## src/hw/rtl/cfss_pkg.sv

```systemverilog
// Shared types, codes and sizes for the cyclic frame slot scheduler.
`timescale 1ns / 1ps
package cfss_pkg;

    localparam int SLOT_COUNT_MAX = 16;
    localparam int SLOT_IDX_W     = $clog2(SLOT_COUNT_MAX);
    localparam int SLOT_CNT_W     = $clog2(SLOT_COUNT_MAX + 1);
    localparam int DIV_W          = 32;
    localparam int DIV_CNT_W      = $clog2(DIV_W);
    localparam int CFG_INDEX_W    = 2;
    localparam int CFG_DATA_W     = 16;

    localparam logic [1:0] ACT_INIT     = 2'd0;
    localparam logic [1:0] ACT_REGISTER = 2'd1;
    localparam logic [1:0] ACT_TICK     = 2'd2;

    localparam logic [1:0] ST_OK    = 2'd0;
    localparam logic [1:0] ST_PARAM = 2'd1;
    localparam logic [1:0] ST_FULL  = 2'd2;

    localparam logic [CFG_INDEX_W-1:0] REG_MAJOR_FRAME_LENGTH    = 2'd0;
    localparam logic [CFG_INDEX_W-1:0] REG_MINOR_FRAME_BUDGET_MS = 2'd1;

    localparam logic [15:0] MAJOR_FRAME_LENGTH_RST    = 16'd10;
    localparam logic [15:0] MINOR_FRAME_BUDGET_MS_RST = 16'd10;

    typedef struct packed {
        logic [1:0]  action;
        logic        slot_has_handler;
        logic [31:0] slot_rate;
        logic [7:0]  slot_offset;
        logic [15:0] elapsed_ms;
    } in_word_t;

    typedef struct packed {
        logic [1:0]  status;
        logic [15:0] fired_mask;
        logic [4:0]  fired_count;
        logic [15:0] minor_phase;
        logic [31:0] major_count;
        logic        overrun;
    } out_word_t;

    typedef struct packed {
        logic [31:0] rate;
        logic [7:0]  offset;
    } slot_entry_t;

    typedef struct packed {
        logic                  en;
        logic [SLOT_IDX_W-1:0] addr;
        slot_entry_t           entry;
    } tbl_wr_t;

    typedef struct packed {
        logic             start;
        logic [DIV_W-1:0] dividend;
        logic [DIV_W-1:0] divisor;
    } rem_req_t;

    typedef struct packed {
        logic             done;
        logic [DIV_W-1:0] rem;
    } rem_rsp_t;

endpackage

```

## src/hw/rtl/cfss_slot_table.sv

```systemverilog
// Slot table memory: rate and offset per slot, one write and one registered read port.
`timescale 1ns / 1ps
module cfss_slot_table (
    input  logic                            clk,
    input  cfss_pkg::tbl_wr_t               wr,
    input  logic [cfss_pkg::SLOT_IDX_W-1:0] rd_addr,
    output cfss_pkg::slot_entry_t           rd_data
);

    cfss_pkg::slot_entry_t mem [cfss_pkg::SLOT_COUNT_MAX];
    cfss_pkg::slot_entry_t rd_data_reg;

    always_ff @(posedge clk)
    begin
        if (wr.en)
        begin
            mem[wr.addr] <= wr.entry;
        end
    end

    always_ff @(posedge clk)
    begin
        rd_data_reg <= mem[rd_addr];
    end

    assign rd_data = rd_data_reg;

endmodule

```

## src/hw/rtl/cfss_rem_unit.sv

```systemverilog
// Bit-serial restoring remainder unit, one dividend bit per cycle.
`timescale 1ns / 1ps
module cfss_rem_unit (
    input  logic               clk,
    input  logic               rst_n,
    input  cfss_pkg::rem_req_t req,
    output cfss_pkg::rem_rsp_t rsp
);

    logic                           busy_reg;
    logic                           busy_next;
    logic                           done_reg;
    logic                           done_next;
    logic [cfss_pkg::DIV_CNT_W-1:0] cnt_reg;
    logic [cfss_pkg::DIV_CNT_W-1:0] cnt_next;
    logic [cfss_pkg::DIV_W-1:0]     rem_reg;
    logic [cfss_pkg::DIV_W-1:0]     rem_next;
    logic [cfss_pkg::DIV_W-1:0]     dvd_reg;
    logic [cfss_pkg::DIV_W-1:0]     dvd_next;
    logic [cfss_pkg::DIV_W-1:0]     dvs_reg;
    logic [cfss_pkg::DIV_W-1:0]     dvs_next;
    logic [cfss_pkg::DIV_W:0]       trial;

    always_comb
    begin
        busy_next = busy_reg;
        done_next = 1'b0;
        cnt_next  = cnt_reg;
        rem_next  = rem_reg;
        dvd_next  = dvd_reg;
        dvs_next  = dvs_reg;
        trial     = {rem_reg, dvd_reg[cfss_pkg::DIV_W-1]};
        if (req.start)
        begin
            busy_next = 1'b1;
            cnt_next  = '0;
            rem_next  = '0;
            dvd_next  = req.dividend;
            dvs_next  = req.divisor;
        end
        else if (busy_reg)
        begin
            // shift in next dividend bit, subtract when it fits
            if (trial >= {1'b0, dvs_reg})
            begin
                rem_next = cfss_pkg::DIV_W'(trial - {1'b0, dvs_reg});
            end
            else
            begin
                rem_next = trial[cfss_pkg::DIV_W-1:0];
            end
            dvd_next = {dvd_reg[cfss_pkg::DIV_W-2:0], 1'b0};
            cnt_next = cnt_reg + 1'b1;
            if (cnt_reg == cfss_pkg::DIV_CNT_W'(cfss_pkg::DIV_W - 1))
            begin
                busy_next = 1'b0;
                done_next = 1'b1;
            end
        end
    end

    always_ff @(posedge clk or negedge rst_n)
    begin
        if (!rst_n)
        begin
            busy_reg <= 1'b0;
            done_reg <= 1'b0;
            cnt_reg  <= '0;
        end
        else
        begin
            busy_reg <= busy_next;
            done_reg <= done_next;
            cnt_reg  <= cnt_next;
        end
    end

    always_ff @(posedge clk)
    begin
        rem_reg <= rem_next;
        dvd_reg <= dvd_next;
        dvs_reg <= dvs_next;
    end

    assign rsp.done = done_reg;
    assign rsp.rem  = rem_reg;

endmodule

```

## src/hw/rtl/cyclic_frame_slot_scheduler_unit.sv

```systemverilog
// Top level of the cyclic frame slot scheduler: sequencer, counters and channels.
//
// Usage: one input word per action (init, register slot, tick) on in_valid/in_ready,
// one result word per action on out_valid/out_ready. Configuration writes go on
// cfg_valid/cfg_ready (always ready) with cfg_index 0 = major frame length,
// 1 = minor frame budget in ms; write them only while the block is idle.
// One word is processed at a time. Every remainder is taken by a single shared
// bit-serial unit: init, register and rejected actions need only the phase
// remainder, and a tick with N registered slots needs one per slot, one for the
// major frame wrap and one for the phase, one after another.
// The next word can be accepted in the cycle after the result is loaded.
// A new word is accepted as soon as the previous result sits in the output
// register; if the receiver stalls, the next result is held in the sequencer
// and no further word is accepted until the output register frees.
// Reset clears the counters, the slot count and the initialised flag, and sets
// both configuration registers to 10; the slot table contents are not cleared.
`timescale 1ns / 1ps
module cyclic_frame_slot_scheduler_unit (
    input  logic                             clk,
    input  logic                             rst_n,
    input  logic                             in_valid,
    output logic                             in_ready,
    input  cfss_pkg::in_word_t               in_data,
    output logic                             out_valid,
    input  logic                             out_ready,
    output cfss_pkg::out_word_t              out_data,
    input  logic                             cfg_valid,
    output logic                             cfg_ready,
    input  logic [cfss_pkg::CFG_INDEX_W-1:0] cfg_index,
    input  logic [cfss_pkg::CFG_DATA_W-1:0]  cfg_data
);

    localparam logic [3:0] S_IDLE   = 4'd0;
    localparam logic [3:0] S_READ   = 4'd1;
    localparam logic [3:0] S_SLOT   = 4'd2;
    localparam logic [3:0] S_SLOTW  = 4'd3;
    localparam logic [3:0] S_OLD    = 4'd4;
    localparam logic [3:0] S_OLDW   = 4'd5;
    localparam logic [3:0] S_PHASE  = 4'd6;
    localparam logic [3:0] S_PHASEW = 4'd7;
    localparam logic [3:0] S_DONE   = 4'd8;

    logic [3:0]                      state_reg;
    logic [3:0]                      state_next;
    logic [15:0]                     len_reg;
    logic [15:0]                     budget_reg;
    logic [cfss_pkg::SLOT_CNT_W-1:0] used_reg;
    logic [cfss_pkg::SLOT_CNT_W-1:0] used_next;
    logic [cfss_pkg::SLOT_CNT_W-1:0] idx_reg;
    logic [cfss_pkg::SLOT_CNT_W-1:0] idx_next;
    logic [31:0]                     minor_reg;
    logic [31:0]                     minor_next;
    logic [31:0]                     major_reg;
    logic [31:0]                     major_next;
    logic                            init_reg;
    logic                            init_next;
    logic                            ovr_reg;
    logic                            ovr_next;
    logic [1:0]                      status_reg;
    logic [1:0]                      status_next;
    logic [15:0]                     mask_reg;
    logic [15:0]                     mask_next;
    logic [4:0]                      count_reg;
    logic [4:0]                      count_next;
    logic [15:0]                     phase_reg;
    logic [15:0]                     phase_next;
    logic                            out_valid_reg;
    logic                            out_valid_next;
    cfss_pkg::out_word_t             out_data_reg;
    cfss_pkg::out_word_t             out_data_next;

    logic [15:0]                     len_eff;
    logic                            in_fire;
    logic                            out_free;
    cfss_pkg::tbl_wr_t               tbl_wr;
    cfss_pkg::slot_entry_t           tbl_rd;
    cfss_pkg::rem_req_t              rem_req;
    cfss_pkg::rem_rsp_t              rem_rsp;

    cfss_slot_table u_table (
        .clk     (clk),
        .wr      (tbl_wr),
        .rd_addr (idx_reg[cfss_pkg::SLOT_IDX_W-1:0]),
        .rd_data (tbl_rd)
    );

    cfss_rem_unit u_rem (
        .clk   (clk),
        .rst_n (rst_n),
        .req   (rem_req),
        .rsp   (rem_rsp)
    );

    assign len_eff   = (len_reg == 16'd0) ? 16'd1 : len_reg;
    assign in_ready  = (state_reg == S_IDLE);
    assign in_fire   = in_valid && in_ready;
    assign out_free  = !out_valid_reg || out_ready;
    assign cfg_ready = 1'b1;
    assign out_valid = out_valid_reg;
    assign out_data  = out_data_reg;

    always_comb
    begin
        state_next     = state_reg;
        used_next      = used_reg;
        idx_next       = idx_reg;
        minor_next     = minor_reg;
        major_next     = major_reg;
        init_next      = init_reg;
        ovr_next       = ovr_reg;
        status_next    = status_reg;
        mask_next      = mask_reg;
        count_next     = count_reg;
        phase_next     = phase_reg;
        out_valid_next = out_valid_reg;
        out_data_next  = out_data_reg;

        tbl_wr.en           = 1'b0;
        tbl_wr.addr         = used_reg[cfss_pkg::SLOT_IDX_W-1:0];
        tbl_wr.entry.rate   = in_data.slot_rate;
        tbl_wr.entry.offset = in_data.slot_offset;

        rem_req.start    = 1'b0;
        rem_req.dividend = minor_reg;
        rem_req.divisor  = {16'd0, len_eff};

        if (out_valid_reg && out_ready)
        begin
            out_valid_next = 1'b0;
        end

        case (state_reg)
            S_IDLE:
            begin
                if (in_fire)
                begin
                    status_next = cfss_pkg::ST_OK;
                    mask_next   = '0;
                    count_next  = '0;
                    state_next  = S_PHASE;
                    case (in_data.action)
                        cfss_pkg::ACT_INIT:
                        begin
                            used_next  = '0;
                            minor_next = '0;
                            major_next = '0;
                            ovr_next   = 1'b0;
                            init_next  = 1'b1;
                        end
                        cfss_pkg::ACT_REGISTER:
                        begin
                            if (!in_data.slot_has_handler || in_data.slot_rate == 32'd0)
                            begin
                                status_next = cfss_pkg::ST_PARAM;
                            end
                            else if (used_reg >= cfss_pkg::SLOT_CNT_W'(cfss_pkg::SLOT_COUNT_MAX))
                            begin
                                status_next = cfss_pkg::ST_FULL;
                            end
                            else
                            begin
                                tbl_wr.en = 1'b1;
                                used_next = used_reg + 1'b1;
                            end
                        end
                        cfss_pkg::ACT_TICK:
                        begin
                            if (!init_reg)
                            begin
                                status_next = cfss_pkg::ST_PARAM;
                            end
                            else
                            begin
                                ovr_next   = (in_data.elapsed_ms >= budget_reg);
                                idx_next   = '0;
                                state_next = (used_reg == '0) ? S_OLD : S_READ;
                            end
                        end
                        default:
                        begin
                            status_next = cfss_pkg::ST_PARAM;
                        end
                    endcase
                end
            end
            S_READ:
            begin
                state_next = S_SLOT;
            end
            S_SLOT:
            begin
                rem_req.start    = 1'b1;
                rem_req.dividend = minor_reg - {24'd0, tbl_rd.offset};
                rem_req.divisor  = tbl_rd.rate;
                state_next       = S_SLOTW;
            end
            S_SLOTW:
            begin
                if (rem_rsp.done)
                begin
                    if (rem_rsp.rem == 32'd0)
                    begin
                        mask_next  = mask_reg | (16'd1 << idx_reg[cfss_pkg::SLOT_IDX_W-1:0]);
                        count_next = count_reg + 1'b1;
                    end
                    idx_next   = idx_reg + 1'b1;
                    state_next = (idx_reg + 1'b1 == used_reg) ? S_OLD : S_READ;
                end
            end
            S_OLD:
            begin
                rem_req.start = 1'b1;
                state_next    = S_OLDW;
            end
            S_OLDW:
            begin
                if (rem_rsp.done)
                begin
                    minor_next = minor_reg + 1'b1;
                    if (rem_rsp.rem == {16'd0, len_eff - 16'd1})
                    begin
                        major_next = major_reg + 1'b1;
                    end
                    state_next = S_PHASE;
                end
            end
            S_PHASE:
            begin
                rem_req.start = 1'b1;
                state_next    = S_PHASEW;
            end
            S_PHASEW:
            begin
                if (rem_rsp.done)
                begin
                    phase_next = rem_rsp.rem[15:0];
                    state_next = S_DONE;
                end
            end
            S_DONE:
            begin
                if (out_free)
                begin
                    out_valid_next            = 1'b1;
                    out_data_next.status      = status_reg;
                    out_data_next.fired_mask  = mask_reg;
                    out_data_next.fired_count = count_reg;
                    out_data_next.minor_phase = phase_reg;
                    out_data_next.major_count = major_reg;
                    out_data_next.overrun     = ovr_reg;
                    state_next                = S_IDLE;
                end
            end
            default:
            begin
                state_next = S_IDLE;
            end
        endcase
    end

    always_ff @(posedge clk or negedge rst_n)
    begin
        if (!rst_n)
        begin
            state_reg     <= S_IDLE;
            len_reg       <= cfss_pkg::MAJOR_FRAME_LENGTH_RST;
            budget_reg    <= cfss_pkg::MINOR_FRAME_BUDGET_MS_RST;
            used_reg      <= '0;
            idx_reg       <= '0;
            minor_reg     <= '0;
            major_reg     <= '0;
            init_reg      <= 1'b0;
            ovr_reg       <= 1'b0;
            out_valid_reg <= 1'b0;
        end
        else
        begin
            state_reg     <= state_next;
            used_reg      <= used_next;
            idx_reg       <= idx_next;
            minor_reg     <= minor_next;
            major_reg     <= major_next;
            init_reg      <= init_next;
            ovr_reg       <= ovr_next;
            out_valid_reg <= out_valid_next;
            if (cfg_valid && cfg_ready)
            begin
                if (cfg_index == cfss_pkg::REG_MAJOR_FRAME_LENGTH)
                begin
                    len_reg <= cfg_data;
                end
                else if (cfg_index == cfss_pkg::REG_MINOR_FRAME_BUDGET_MS)
                begin
                    budget_reg <= cfg_data;
                end
            end
        end
    end

    always_ff @(posedge clk)
    begin
        status_reg   <= status_next;
        mask_reg     <= mask_next;
        count_reg    <= count_next;
        phase_reg    <= phase_next;
        out_data_reg <= out_data_next;
    end

endmodule

```

## config.mk

```make
export PLATFORM = sky130hd
export DESIGN_NAME = cyclic_frame_slot_scheduler_unit
export DESIGN_NICKNAME = d
export VERILOG_FILES = /design/src/hw/rtl/cfss_pkg.sv /design/src/hw/rtl/cfss_slot_table.sv /design/src/hw/rtl/cfss_rem_unit.sv /design/src/hw/rtl/cyclic_frame_slot_scheduler_unit.sv
export SDC_FILE = /design/constraint.sdc
export NUM_CORES = 1
export LEC_CHECK = 0
export BUFFER_PORTS_ARGS = -buffer_cell sky130_fd_sc_hd__buf_2
export CAP_MARGIN = 15
export CORE_MARGIN = 3
export CORE_UTILIZATION = 65
export CTS_CLUSTER_DIAMETER = 40
export DETAILED_ROUTE_END_ITERATION = 10
export PLACE_DENSITY = 0.93
export SKIP_LAST_GASP = 1
export SLEW_MARGIN = 20
export SYNTH_ARGS = -nofsm -noshare
export SYNTH_HDL_FRONTEND = slang
export SYNTH_SLANG_ARGS = --single-unit
```

## constraint.sdc

```tcl
create_clock -name clk -period 11.5 [get_ports clk]
set_input_delay 3.45 -clock clk [delete_from_list [all_inputs] [get_ports clk]]
set_output_delay 3.45 -clock clk [all_outputs]
set_load 0.01 [all_outputs]
```

==> results.cfg <==
[run_status]
status = completed

[floorplan]
start_util = 0.660
core_area_sq_mm = 0.0633
fp.dieW_microns = 260
core.rowCount = 92
dieArea_sq_mm = 0.0674
top_level_ports = 157
die_h_microns = 260

[route]
drt_iter0_drc = 3163
drtPass1Iterations = 6
routedWlPerCell_microns = 28.9
drcViolationCount = 0
drt-vias-per-instance = 6.75
drtAntennaViolNets = 0
vias = 25126
finalWirelength_microns = 107000

[timing]
hold_ws_ns = 0.418
fin_skew_ns = 0.0476
period_needed_ns = 6.65
slew_viol_final = 0
rsz0062_at_grt = false
tightestPinTransition_ns = 1.06
maxSlewHeadroom = 0.292
tns_ns = 0
hold_viol_final = 0
timing.fmax_ghz = 0.150
setup_slack_ns = 4.85
timing.final.crit_share = 0.578
finalSetupViolations = 0

[setup_path]
cp-end-kind = flop
crit_required_ns = 11.84
worstPathCellList = buf_2 > nor4_1 > nand4_1 > o21ai_0 > nor2_1 > nand2_1 > nor2_1 > nand2_1 > nor2_4 > buf_4
crit_family = simple AND/OR/NAND/NOR gates
critPathArrivalTime_ns = 6.99
ff2ff_setup_slack_ns = 6.37
critPathBufInv = 2
rr_endpoint = major_reg[27]
critical_path_class = primary input to flop
crit_slowest_cell = o21ai_0
crit_end = u_table.mem[11][13]
critical_path.max_stage_delay_ns = 0.82
crit_cells = 10
worstReg2RegStart = len_reg[12]
critPathLaunch = in_data[25]
cp-start-kind = primary input
r2r_cells = 14
worst-path-max-fanout = 31

[clocking]
path_clk_slew_ns = 0.06
cts_max_path_buffers = 3
htreeDepth = 3
numCtsBuffers = 112
cts.sink_count = 1007
cts_resized = 0
cts_setup_buffers = 0
clockRootBuffer = clkbuf_16
cts_tree = yes
clock_latency_ns = 0.69
ctsHoldBuffers = 0

[yosys]
yosysTopAreaCell = edfxtp_1
synthTopCellsByArea = edfxtp_1 (59%), mux4_2 (11%), dfrtp_1 (6.9%)
synth.most_common_cell = edfxtp_1
synth-seq-area-share = 0.692
synth_ff_type = edfxtp_1
synth-edff-count = 815
synth_nets = 2739
synth_common_cells = edfxtp_1 (815), mux4_2 (200), nor2_1 (167)
synth_cell_types = 73
async_flop_share = 0.119
synthesis.instances = 2583
syn_area_per_cell_sq_um = 16.2
synth_seq_cells = 1007
yosysTopAreaCellShare = 0.586
netlist_area_sq_mm = 0.0418
ys_warn_count = 0

[layout]
fin_nets = 2926
largest_reg_flops = 640
final_area_sq_mm = 0.0475
fillers = 3394
multiInputGateArea_sq_mm = 0.0122
finalCoreUtilization = 0.750
ff_latch_area_sq_mm = 0.0289
finalNonFillerCells = 3721
area_growth_pct = 13.6
layout-drive-gt1-share = 0.229

[grt]
grt_max_degree = 74
grt_first_pass_wirelength_microns = 161000
antenna_found_initial = 14
grt_pass1_vias = 25500
grt-ovfl-total = 0
gr-usage-all-layers = 0.326

[job]
maxCapViolCount = 0

[power_and_ir_drop]
cellPowerDensity_mw_per_mm2 = 231
ir_drop_v = 0.000242
leakage_nw = 17.4
power_mw = 11.0

[hold_path]
hold_class = flop to flop
min_from = phase_reg[10]

[place]
hpwl_microns = 60800
place_worst_setup_slack_ns = 4.55
placed_area_sq_mm = 0.0436
port_buffers = 155
gp_congestion = 0.933
dp_cells = 3501
power by group:
| part | internal (mW) | switching, mW |
|---|---|---|
| combinational | 1.16 | 1.51 |
| sequential | 4.30 | 0.302 |
| clock | 2.12 | 1.56 |
| total | 7.59 | 3.37 |
kinds of logic (layout without fill, tap and decap cells):
family,Yosys count,after routing,share of synthesized area
AOI/OAI and AO/OA,300,300,0.0440
adders and majority gates,74,74,0.0225
DFF,1007,1007,0.692
buffers and inverters,211,494,0.0193
and+or+nand+nor,597,597,0.0708
xor gates and xnor gates,132,132,0.0277
muxes,261,261,0.123
other,1,10,0.0000897
worst min-delay path by stage:
| stage | end | slack [ns] | depth (start not counted) |
|---|---|---|---|
| floorplan | out_data[33] | 0.40 | 0 |
| global placement | out_data[47] | 0.40 | 0 |
| detailed placement | out_data[43] | 0.41 | 0 |
| CTS | out_data[43] | 0.42 | 0 |
| global route | out_data[43] | 0.43 | 0 |
| finish | out_data[43] | 0.42 | 0 |
final cells by class:
cell class	count	share of cell area
diodes	9	0.000474
clock buffers	134	0.0629
clock inverters	76	0.0179
inverters	90	0.00711
multi-input cells	1365	0.257
flip-flops and latches	1007	0.609
well taps	846	0.0223
repair buffers	194	0.0231
cells in the final DEF (no fill, tap or decap), types with 25 or more instances in the layout:
master       n
edfxtp_1   815
mux4_2     200
buf_2      154
nor2_1     153
nand2_1    147
clkbuf_16  114
dfrtp_1    113
o21ai_0     99
inv_1       88
a21oi_1     85
ha_1        72
dfxtp_1     72
xnor2_1     66
xor2_1      66
nand3_1     44
buf_4       38
nor4_1      36
mux2_2      32
nor3_1      29
mux2i_1     29
nand4_1     25
routing by layer:
metal	up-vias	global-route usage	wire, microns
li1	10393	-	-
met1	12664	0.405	36400
met2	1694	0.558	55800
met3	365	0.0562	9640
met4	10	0.164	5580
met5	-	0	60
Power figures use the tool's default switching activity.
